[config.mk]
export PLATFORM = sky130hd
export DESIGN_NAME = marker_framed_packet_receiver_crc8_top
export DESIGN_NICKNAME = d
export VERILOG_FILES = /design/src/sv/mfpr_pkg.sv /design/src/sv/mfpr_deframer.sv /design/src/sv/marker_framed_packet_receiver_crc8_top.sv
export SDC_FILE = /design/constraint.sdc
export NUM_CORES = 1
export LEC_CHECK = 0
export BUFFER_PORTS_ARGS = -buffer_cell sky130_fd_sc_hd__buf_2
export CAP_MARGIN = 15
export CORE_MARGIN = 2
export CORE_UTILIZATION = 59
export DETAILED_ROUTE_END_ITERATION = 10
export GPL_TIMING_DRIVEN = 0
export MAX_ROUTING_LAYER = met4
export PLACE_DENSITY = 0.8
export SETUP_SLACK_MARGIN = 0.15
export SLEW_MARGIN = 0
export SYNTH_ARGS = -nofsm -noshare
export SYNTH_HDL_FRONTEND = slang
export SYNTH_SLANG_ARGS = --single-unit
[constraint.sdc]
create_clock -name clk -period 4.4 [get_ports clk]
set_clock_uncertainty 0.15 [all_clocks]
set_input_delay 0.66 -clock clk [delete_from_list [all_inputs] [get_ports clk]]
set_output_delay 0.66 -clock clk [all_outputs]
set_load 0.05 [all_outputs]
[src/sv/mfpr_pkg.sv]
// shared types, constants and crc function for the marker framed packet receiver
package mfpr_pkg;

    // default number of marker byte slots
    localparam int MARKER_BYTES_DEF = 4;

    // crc-8 polynomial and ascii digit base
    localparam logic [7:0] CRC_POLY   = 8'h07;
    localparam logic [7:0] ASCII_ZERO = 8'd48;

    // configuration register indexes
    localparam logic [2:0] CFG_START_MARKER     = 3'd0;
    localparam logic [2:0] CFG_START_MARKER_LEN = 3'd1;
    localparam logic [2:0] CFG_STOP_MARKER      = 3'd2;
    localparam logic [2:0] CFG_STOP_MARKER_LEN  = 3'd3;
    localparam logic [2:0] CFG_CRC_CHECK_ENABLE = 3'd4;

    // configuration reset values
    localparam logic [31:0] START_MARKER_RST     = 32'd60;
    localparam logic [2:0]  START_MARKER_LEN_RST = 3'd1;
    localparam logic [31:0] STOP_MARKER_RST      = 32'd62;
    localparam logic [2:0]  STOP_MARKER_LEN_RST  = 3'd1;
    localparam logic        CRC_CHECK_ENABLE_RST = 1'b1;

    // result word kinds
    typedef enum logic [2:0] {
        KIND_PAYLOAD   = 3'd0,
        KIND_CRC_OK    = 3'd1,
        KIND_CRC_ERR   = 3'd2,
        KIND_ABORT     = 3'd3,
        KIND_UNCHECKED = 3'd4
    } kind_t;

    // configuration register set
    typedef struct packed {
        logic [31:0] start_marker;
        logic [2:0]  start_marker_len;
        logic [31:0] stop_marker;
        logic [2:0]  stop_marker_len;
        logic        crc_check_enable;
    } cfg_t;

    // one result word
    typedef struct packed {
        kind_t      kind;
        logic [7:0] data;
        logic [7:0] index;
    } result_t;

    // crc-8, msb first, one byte folded in
    function automatic logic [7:0] crc8_step(input logic [7:0] crc, input logic [7:0] b);
        logic [7:0] c;
        c = crc ^ b;
        for (int i = 0; i < 8; i++) begin
            c = {c[6:0], 1'b0} ^ (c[7] ? CRC_POLY : 8'h00);
        end
        return c;
    endfunction

endpackage

[src/sv/mfpr_deframer.sv]
// framing state and per-word decode logic of the packet receiver
module mfpr_deframer #(
    parameter int MARKER_BYTES = mfpr_pkg::MARKER_BYTES_DEF
) (
    input  logic                  clk,
    input  logic                  rst_n,
    input  logic                  step,
    input  logic [7:0]            rx_data,
    input  mfpr_pkg::cfg_t        cfg,
    output logic                  res_valid,
    output mfpr_pkg::result_t     res
);

    localparam int CW = $clog2(MARKER_BYTES + 1);
    localparam int IW = (MARKER_BYTES > 1) ? $clog2(MARKER_BYTES) : 1;
    localparam int ND = 1 << IW;

    logic [CW-1:0] start_cnt_reg, start_cnt_next;
    logic          len_valid_reg, len_valid_next;
    logic [7:0]    decl_len_reg, decl_len_next;
    logic [7:0]    rx_crc_reg, rx_crc_next;
    logic [7:0]    pay_cnt_reg, pay_cnt_next;
    logic [7:0]    run_crc_reg, run_crc_next;
    logic [CW-1:0] stop_cnt_reg, stop_cnt_next;

    logic [7:0]    start_tab [ND];
    logic [7:0]    stop_tab [ND];
    logic [CW-1:0] start_len_eff;
    logic [CW-1:0] stop_len_eff;
    logic [CW-1:0] stop_cnt_inc;

    // marker byte tables, slots past the 32-bit register read as zero
    for (genvar g = 0; g < ND; g++) begin : g_tab
        if (g < 4) begin : g_real
            assign start_tab[g] = cfg.start_marker[8*g +: 8];
            assign stop_tab[g]  = cfg.stop_marker[8*g +: 8];
        end
        else begin : g_pad
            assign start_tab[g] = 8'h00;
            assign stop_tab[g]  = 8'h00;
        end
    end

    // effective marker lengths, clamped to 1..MARKER_BYTES
    always_comb
    begin
        if (cfg.start_marker_len == 3'd0)
            start_len_eff = CW'(1);
        else if (32'(cfg.start_marker_len) > 32'(MARKER_BYTES))
            start_len_eff = CW'(MARKER_BYTES);
        else
            start_len_eff = CW'(cfg.start_marker_len);

        if (cfg.stop_marker_len == 3'd0)
            stop_len_eff = CW'(1);
        else if (32'(cfg.stop_marker_len) > 32'(MARKER_BYTES))
            stop_len_eff = CW'(MARKER_BYTES);
        else
            stop_len_eff = CW'(cfg.stop_marker_len);
    end

    assign stop_cnt_inc = stop_cnt_reg + CW'(1);

    // decode of one received word
    always_comb
    begin
        start_cnt_next = start_cnt_reg;
        len_valid_next = len_valid_reg;
        decl_len_next  = decl_len_reg;
        rx_crc_next    = rx_crc_reg;
        pay_cnt_next   = pay_cnt_reg;
        run_crc_next   = run_crc_reg;
        stop_cnt_next  = stop_cnt_reg;
        res_valid      = 1'b0;
        res.kind       = mfpr_pkg::KIND_PAYLOAD;
        res.data       = 8'h00;
        res.index      = 8'h00;

        if (step) begin
            if (start_cnt_reg < start_len_eff) begin
                // start marker phase, a mismatch drops the frame
                if (start_tab[start_cnt_reg[IW-1:0]] == rx_data) begin
                    start_cnt_next = start_cnt_reg + CW'(1);
                end
                else begin
                    start_cnt_next = '0;
                    len_valid_next = 1'b0;
                    decl_len_next  = 8'h00;
                    rx_crc_next    = 8'h00;
                    pay_cnt_next   = 8'h00;
                    run_crc_next   = 8'h00;
                    stop_cnt_next  = '0;
                end
            end
            else if (!len_valid_reg) begin
                // ascii length digit, nothing at or below '0' is taken
                if (rx_data > mfpr_pkg::ASCII_ZERO) begin
                    decl_len_next  = rx_data - mfpr_pkg::ASCII_ZERO;
                    len_valid_next = 1'b1;
                end
            end
            else if (rx_crc_reg == 8'h00) begin
                // crc byte, zero keeps waiting
                rx_crc_next = rx_data;
            end
            else if (pay_cnt_reg < decl_len_reg) begin
                // payload pass-through
                res_valid    = 1'b1;
                res.kind     = mfpr_pkg::KIND_PAYLOAD;
                res.data     = rx_data;
                res.index    = pay_cnt_reg;
                run_crc_next = mfpr_pkg::crc8_step(run_crc_reg, rx_data);
                pay_cnt_next = pay_cnt_reg + 8'd1;
            end
            else if (stop_tab[stop_cnt_reg[IW-1:0]] == rx_data) begin
                // stop marker phase
                stop_cnt_next = stop_cnt_inc;
                if (stop_cnt_inc >= stop_len_eff) begin
                    res_valid = 1'b1;
                    if (!cfg.crc_check_enable)
                        res.kind = mfpr_pkg::KIND_UNCHECKED;
                    else if (run_crc_reg == rx_crc_reg)
                        res.kind = mfpr_pkg::KIND_CRC_OK;
                    else
                        res.kind = mfpr_pkg::KIND_CRC_ERR;
                    start_cnt_next = '0;
                    len_valid_next = 1'b0;
                    decl_len_next  = 8'h00;
                    rx_crc_next    = 8'h00;
                    pay_cnt_next   = 8'h00;
                    run_crc_next   = 8'h00;
                    stop_cnt_next  = '0;
                end
            end
            else begin
                // stop marker mismatch aborts the frame
                res_valid      = 1'b1;
                res.kind       = mfpr_pkg::KIND_ABORT;
                start_cnt_next = '0;
                len_valid_next = 1'b0;
                decl_len_next  = 8'h00;
                rx_crc_next    = 8'h00;
                pay_cnt_next   = 8'h00;
                run_crc_next   = 8'h00;
                stop_cnt_next  = '0;
            end
        end
    end

    // frame state registers
    always_ff @(posedge clk or negedge rst_n)
    begin
        if (!rst_n) begin
            start_cnt_reg <= '0;
            len_valid_reg <= 1'b0;
            decl_len_reg  <= 8'h00;
            rx_crc_reg    <= 8'h00;
            pay_cnt_reg   <= 8'h00;
            run_crc_reg   <= 8'h00;
            stop_cnt_reg  <= '0;
        end
        else begin
            start_cnt_reg <= start_cnt_next;
            len_valid_reg <= len_valid_next;
            decl_len_reg  <= decl_len_next;
            rx_crc_reg    <= rx_crc_next;
            pay_cnt_reg   <= pay_cnt_next;
            run_crc_reg   <= run_crc_next;
            stop_cnt_reg  <= stop_cnt_next;
        end
    end

endmodule

[src/sv/marker_framed_packet_receiver_crc8_top.sv]
// top level of the marker framed packet receiver with crc-8 check
//
//  channel  | signals                               | direction
//  ---------+---------------------------------------+----------
//  input    | in_valid, in_stall, rx_byte           | in
//  output   | out_valid, out_stall, kind,           | out
//           | payload_byte, payload_index           |
//  config   | cfg_we, cfg_index, cfg_data           | in
//
//  one word per cycle while the output does not stall; a taken word is held in the
//  input register, decoded from there, and its result is written to the output register.
//  reset clears the frame state and loads the register defaults.
//  a stalled output word holds the decode stage; the input stalls only when
//  its register is full and cannot move on.
module marker_framed_packet_receiver_crc8_top #(
    parameter int MARKER_BYTES = mfpr_pkg::MARKER_BYTES_DEF
) (
    input  logic        clk,
    input  logic        rst_n,
    input  logic        in_valid,
    output logic        in_stall,
    input  logic [7:0]  rx_byte,
    output logic        out_valid,
    input  logic        out_stall,
    output logic [2:0]  kind,
    output logic [7:0]  payload_byte,
    output logic [7:0]  payload_index,
    input  logic        cfg_we,
    input  logic [2:0]  cfg_index,
    input  logic [31:0] cfg_data
);

    mfpr_pkg::cfg_t    cfg_reg, cfg_next;
    logic              in_valid_reg, in_valid_next;
    logic [7:0]        in_byte_reg;
    logic              out_valid_reg, out_valid_next;
    mfpr_pkg::result_t out_res_reg;
    logic              advance;
    logic              in_take;
    logic              res_valid;
    mfpr_pkg::result_t res;

    // configuration writes
    always_comb
    begin
        cfg_next = cfg_reg;
        if (cfg_we)
        begin
            case (cfg_index)
                mfpr_pkg::CFG_START_MARKER:     cfg_next.start_marker     = cfg_data;
                mfpr_pkg::CFG_START_MARKER_LEN: cfg_next.start_marker_len = cfg_data[2:0];
                mfpr_pkg::CFG_STOP_MARKER:      cfg_next.stop_marker      = cfg_data;
                mfpr_pkg::CFG_STOP_MARKER_LEN:  cfg_next.stop_marker_len  = cfg_data[2:0];
                mfpr_pkg::CFG_CRC_CHECK_ENABLE: cfg_next.crc_check_enable = cfg_data[0];
                default:                        cfg_next = cfg_reg;
            endcase
        end
    end

    always_ff @(posedge clk or negedge rst_n)
    begin
        if (!rst_n)
        begin
            cfg_reg.start_marker     <= mfpr_pkg::START_MARKER_RST;
            cfg_reg.start_marker_len <= mfpr_pkg::START_MARKER_LEN_RST;
            cfg_reg.stop_marker      <= mfpr_pkg::STOP_MARKER_RST;
            cfg_reg.stop_marker_len  <= mfpr_pkg::STOP_MARKER_LEN_RST;
            cfg_reg.crc_check_enable <= mfpr_pkg::CRC_CHECK_ENABLE_RST;
        end
        else
        begin
            cfg_reg <= cfg_next;
        end
    end

    // handshake: decode moves when the output register is free or draining
    assign advance  = in_valid_reg && (!out_valid_reg || !out_stall);
    assign in_stall = in_valid_reg && !advance;
    assign in_take  = in_valid && !in_stall;

    always_comb
    begin
        if (in_take)
            in_valid_next = 1'b1;
        else if (advance)
            in_valid_next = 1'b0;
        else
            in_valid_next = in_valid_reg;

        if (advance)
            out_valid_next = res_valid;
        else if (!out_stall)
            out_valid_next = 1'b0;
        else
            out_valid_next = out_valid_reg;
    end

    // input word register
    always_ff @(posedge clk or negedge rst_n)
    begin
        if (!rst_n)
            in_valid_reg <= 1'b0;
        else
            in_valid_reg <= in_valid_next;
    end

    always_ff @(posedge clk)
    begin
        if (in_take)
            in_byte_reg <= rx_byte;
    end

    // frame decode
    mfpr_deframer #(
        .MARKER_BYTES(MARKER_BYTES)
    ) u_deframer (
        .clk       (clk),
        .rst_n     (rst_n),
        .step      (advance),
        .rx_data   (in_byte_reg),
        .cfg       (cfg_reg),
        .res_valid (res_valid),
        .res       (res)
    );

    // output word register
    always_ff @(posedge clk or negedge rst_n)
    begin
        if (!rst_n)
            out_valid_reg <= 1'b0;
        else
            out_valid_reg <= out_valid_next;
    end

    always_ff @(posedge clk)
    begin
        if (advance && res_valid)
            out_res_reg <= res;
    end

    assign out_valid     = out_valid_reg;
    assign kind          = out_res_reg.kind;
    assign payload_byte  = out_res_reg.data;
    assign payload_index = out_res_reg.index;

endmodule

Yosys cells after proc, flatten, opt, wreduce, memory -nomap -nowiden
Index checks and enable logic that the tools add are counted.
{ "word_totals": {"input_bits": 48, "reg_bits": 139, "elab_cells": 169, "output_inout_bits": 21} }
{ "op_classes": {"mux": 74, "n_eq_ne": 18, "bitwise_logic": 16, "addsub": 4, "n_reduce_logical": 30, "n_lt_le_gt_ge": 8} }
{ "ops": {"columns": ["cell", "count"], "rows": [
  ["2-to-1 mux 8 bit", 23],
  ["2-to-1 mux 3 bit", 27],
  ["XOR 8 bit", 9],
  ["binary-select mux 8 bit (select 2 bit)", 2],
  ["== test 8 bit", 3],
  ["AND reduction 5 bit", 4],
  ["2-to-1 mux 1 bit", 19],
  ["AND reduction 2 bit", 6],
  ["OR reduction 5 bit", 2],
  ["zero test 3 bit", 3],
  ["adder 8 x 1 -> 8 bit (second input constant)", 1],
  ["> comparator 8 x 6 -> 1 bit (second input constant)", 1],
  ["zero test 8 bit", 1],
  ["less-than comparator 8 bit", 1],
  ["!= test 4 x 2 -> 1 bit (second input constant)", 2],
  ["subtractor 8 x 6 -> 8 bit (second input constant)", 1],
  ["OR reduction 7 bit", 1],
  ["adder 3 x 1 -> 3 bit (second input constant)", 2],
  ["== test 3 x 2 -> 1 bit (second input constant)", 2],
  [">= comparator 3 bit (second input constant)", 2],
  ["> comparator 3 bit (second input constant)", 2],
  ["2-to-1 mux 2 bit", 3],
  ["!= test 2 x 1 -> 1 bit (second input constant)", 3],
  ["!= test 3 bit (second input constant)", 2],
  ["other kinds (16)", 28]
]} }

Logic depth before layout (Yosys ltp)
{ "logic_depth": {"ltp_word": 21, "mapped_depth": 11, "depth_no_buf": 10} }

By module
Synthesis repeated with hierarchy kept, for this count alone.
{ "hier_totals": {"hier_cells": 523, "area_unflattened_um2": 6967.9} }
{ "modules_own_cells": {"columns": ["mod", "area_each_um2", "instances", "seq_area_each_um2", "cells_each"], "rows": [
  ["marker_framed_packet_receiver_crc8_top", 3633.5, 1, 2652.5, 192],
  ["mfpr_deframer", 3334.4, 1, 975.9, 331]
]} }

Least setup slack after synthesis
Ideal clock, no wire load.
{ "synth_path": {"kind": "register to register", "startpoint": "register u_deframer.pay_cnt_reg[5]", "endpoint": "register out_res_reg (netlist bit kind[0]), enable pin", "slack_ns": 1.297, "t_required_ns": 3.847, "t_arrival_ns": 2.550, "n_path_buf": 1, "period_less_slack_ns": 3.103, "stages_incl_launch_ff": 7, "path_cell_list": "dfrtp_1 -> ha_1 -> a21o_1 -> a21o_1 -> a221o_1 -> clkbuf_1 -> a21oi_1"} }
{ "synth_via": {"elab_chain_cells": 7} }
{ "synth_lines": {"columns": ["item", "line_no", "rtl"], "rows": [
  ["from (decl)", "mfpr_deframer.sv:22", "logic [7:0] pay_cnt_reg, pay_cnt_next;"],
  ["from (signal assigned)", "mfpr_deframer.sv:167", "pay_cnt_reg <= pay_cnt_next;"],
  ["less-than comparator 8 bit", "mfpr_deframer.sv:106", "else if (pay_cnt_reg < decl_len_reg) begin"],
  ["2-to-1 mux 1 bit", "mfpr_deframer.sv:106", null],
  ["2-to-1 mux 1 bit", "mfpr_deframer.sv:102", "else if (rx_crc_reg == 8'h00) begin"],
  ["2-to-1 mux 1 bit", "mfpr_deframer.sv:95", "else if (!len_valid_reg) begin"],
  ["2-to-1 mux 1 bit", "mfpr_deframer.sv:80", "if (start_cnt_reg < start_len_eff) begin"],
  ["2-to-1 mux 1 bit", "mfpr_deframer.sv:79", "if (step) begin"],
  ["logical AND 1 bit", "marker_framed_packet_receiver_crc8_top.sv:137", "if (advance && res_valid)"],
  ["to (signal assigned)", "marker_framed_packet_receiver_crc8_top.sv:138", "out_res_reg <= res;"],
  ["to (decl)", "marker_framed_packet_receiver_crc8_top.sv:37", "mfpr_pkg::result_t out_res_reg;"]
]} }
Every way passes these cells.
A chain may end at the register's enable or synchronous reset.

Final worst setup path
{ "layout_path": {"startpoint": "register u_deframer.pay_cnt_reg[5]", "endpoint": "register out_res_reg (netlist bit payload_byte[2]), data pin"} }
{ "layout_via": {"elab_chain_cells": 3} }
{ "layout_lines": {"columns": ["item", "line_no"], "rows": [
  ["less-than comparator 8 bit", "mfpr_deframer.sv:106"],
  ["inverter 1 bit (no source line)", null],
  ["OR reduction 5 bit (no source line)", null]
]} }
Every way passes these cells.

==> results by group <==
Die
  • Core area: about 11000 µm²
  • Initial Util: between 60% and 70%
  • Core Rows: 39
  • Die W: 112 µm
  • Die area: 12600 µm²
  • Chip height: roughly 110 µm
  • Boundary Pins: 69

Synthesis
  • Mapped Nets: ~620
  • Synth Register Bits: 139
  • FFs w/ async S/R, synth: 80.6%
  • Sequential fraction of the synthesis area: a little over half
  • Post-synth EDFFs: 27
  • Synth cell types: 64
  • Synth Flop Type: dfrtp_1
  • Cell count after synthesis: approximately 550
  • Yosys Warn Count: 0
  • Post-Syn Area: 6910 µm²
  • Avg Cell Area, Syn: approximately 13 µm²

Clock network
  • CTS clk-pin slew, worst paths: 0.06 ns
  • Sink Count: 139
  • CTS tree: built
  • Longest Clk Path Bufs: 2
  • Cts hold-fix bufs: 0
  • Clock Latency Late Sink: roughly 0.43 ns
  • Postcts setup bufs: 0
  • H-tree Lvls: 4
  • Total CTS buffers: 17
  • Root Buffer: clkbuf_16
  • Post-CTS Resized: 0

Route
  • Vias per cell: ~6.0
  • Via count: 4788
  • Drc violations: 0
  • WL final: 15700 µm
  • First-pass DRT Iterations: 5
  • Antenna-violating nets left: 0
  • DRT iter0 DRCs: roughly 360
  • Wire length per cell: approximately 20 µm

STA
  • Max Freq: 298 MHz
  • Slew margin rel.: between 40 and 50%
  • Worst-margin pin slew: between 0.7 and 0.8 ns
  • TNS Setup: 0 ns
  • Tmin final: ~3.4 ns
  • RSZ-0062 raised after global routing: false
  • Slew Viols, Final: 0
  • Final hold violations: 0
  • Finish-stage setup viols: 0
  • Period utilisation layout: roughly three quarters

Critical path
  • CP Data Arrival Time: roughly 3.5 ns
  • WP data required: around 4.5 ns
  • Worst-path maximum fanout: 10
  • CP Class: reg -> reg
  • FF-to-FF setup slack: 1.04 ns
  • Critical path capture point type: register
  • CP startpoint kind: register

Pwr
  • PD cells: approximately 530 nW/µm²
  • Net Sw Frac: between 30 and 40%
  • Internal: ~3.0 mW
  • Part of the power in registers: between 40% and 50%
  • Sw Pwr: 1.31 mW
  • Pleak: ~3.4 nW
  • Worst vdd ir: around 0.00040 V
  • Clock network power share: around 35%
  • Total power: between 4 and 5 mW
  • Logic pwr share: 25.0%

Run
  • Max-cap violations: 0

Global routing
  • GRT overflow: 0
  • First-pass GRT wire length: roughly 26000 µm
  • Largest net degree at the start of global routing: 60
  • Vias in the first global route: ~5100
  • Initial antenna violation count: 0
  • GRT Resource Usage Total: 27.6%

Final layout
  • Nets: about 710
  • Finished Layout Cells: between 700 and 800
  • Fin area: 8110 µm²
  • Fill count: a little over 800
  • Share of cells above drive strength 1: a little under a third
  • Multi-input logic area: between 3000 and 4000 µm²
  • Storage cell area: approximately 3600 µm²
  • Area added between synthesis and finish: 17.3%
  • Number of flip-flops under the largest register name: 71
  • Ant diodes: 0
  • Final core occ: 71.0%

Hold path
  • Worst hold path class: in -> async

Placed design
  • Placement Cell Area: ~7500 µm²
  • Placed insts: approximately 760
  • Routability cong.: 0.895
  • Placed wire-length estimate: ~11000 µm
  • Number of port buffers: 68

Status
  • Status: finished clean
==> placed cells by master, fill, tap and decap left out, types with 7 or more instances in the layout <==
cell type / n
ha_1: 16
a21oi_1: 13
mux2i_1: 18
nand3_1: 12
mux4_2: 12
mux2_2: 57
mux2_1: 16
a21o_1: 7
o21ai_1: 7
dfstp_2: 12
nand2_1: 26
xnor2_1: 36
clkbuf_16: 19
nor2_1: 17
o21ai_0: 9
a22o_1: 12
xor2_1: 13
dfrtp_1: 100
edfxtp_1: 27
clkbuf_1: 20
inv_1: 22
buf_2: 71
and2_1: 21
==> power groups by stage <==
stage          combinational, mW  sequential (mW)  clock, mW
2_1_floorplan              0.750             1.74          0
3_3_place_gp                1.00             1.73          0
3_5_place_dp                1.05             1.74          0
4_1_cts                     1.07             1.73       1.49
5_1_grt                     1.17             1.76       1.55
6_report                    1.07             1.73       1.48
==> synth_stat cells (4+ instances only) <==
library cell	n	share of area (%)
and3_1	4	0.36
buf_2	4	0.29
nor4_1	4	0.36
nand3_1	12	0.87
mux4_2	12	3.9
o21ai_0	9	0.65
dfrtp_1	100	36
nand4_1	5	0.45
xor2_1	13	1.6
a21oi_1	14	1.0
mux2_2	57	9.3
a31oi_1	4	0.36
nand2_1	26	1.4
dfstp_2	12	4.6
xnor2_1	36	4.6
a22o_1	12	1.5
nor2_1	17	0.92
o21ai_1	7	0.51
a21o_1	7	0.76
mux2i_1	18	2.6
ha_1	16	2.9
edfxtp_1	27	12
and2_1	21	1.9
clkbuf_1	20	1.1
inv_1	22	1.2
mux2_1	16	2.6
nand2b_1	5	0.45
==> final timing paths <==
path	from	end	depth (start not counted)
worst min register to register	cfg_reg[45]$_DFFE_PN0P_	cfg_reg[45]$_DFFE_PN0P_	1
worst min-delay path	rst_n	cfg_reg[4]$_DFFE_PN0P_	1
max in group asynchronous	rst_n	cfg_reg[42]$_DFFE_PN1P_	2
min in group clk	rx_byte[6]	in_byte_reg[6]$_DFFE_PP_	1
worst max register to register	u_deframer.pay_cnt_reg[5]$_DFFE_PN0P_	payload_byte[2]$_SDFFCE_PP0P_	9
worst max-delay path	u_deframer.pay_cnt_reg[5]$_DFFE_PN0P_	payload_byte[2]$_SDFFCE_PP0P_	9
==> layout make-up <==
type | instances | share of cell area, %
clock buffer | 22 | 6.37
inverter | 22 | 1.02
buffer | 29 | 1.50
tap | 143 | 2.21
multi-input combinational | 361 | 38.0
timing repair buffer | 71 | 4.81
clock inverter | 10 | 1.31
sequential | 139 | 44.7
==> cell families after synthesis <==
family                   after synthesis  share of synthesized area, %
AO/OA/AOI/OAI                         79                          8.09
AND/OR/NAND/NOR                      114                          8.98
multiplexers                         103                          18.4
flip-flops                           139                          52.5
buffers and inverters                 51                          2.95
adder cells (fa/ha/maj)               16                          2.90
XOR/XNOR                              49                          6.21
==> worst max-delay path, stage by stage (launching register included) <==
cell and delay (ns):
dfrtp_1 0.45, ha_1 0.34, a21o_1 0.18, a21o_1 0.17, a221o_1 0.32, clkbuf_1 0.24, nor4_1 0.39, clkbuf_1 0.44
clkbuf_1 0.35, and2_1 0.19
==> layer usage <==
layer	part of all wire [%]	global-route usage, %	wire length [µm]	vias up
met2	52	45.4	8120	168
met3	4.6	6.43	724	40
met1	41	32.3	6390	2406
li1	-	-	-	2174
met5	0	-	0	-
met4	2.9	13.3	459	0
==> stage by stage <==
step | hold slack (ns) | worst slack [ns]
2_1_floorplan | 0.214 | 1.30
3_3_place_gp | 0.318 | 0.621
3_5_place_dp | 0.325 | 1.06
4_1_cts | 0.169 | 1.04
5_1_grt | 0.199 | 0.796
6_report | 0.140 | 1.04
No activity file was read; power rests on OpenSTA's default activity.
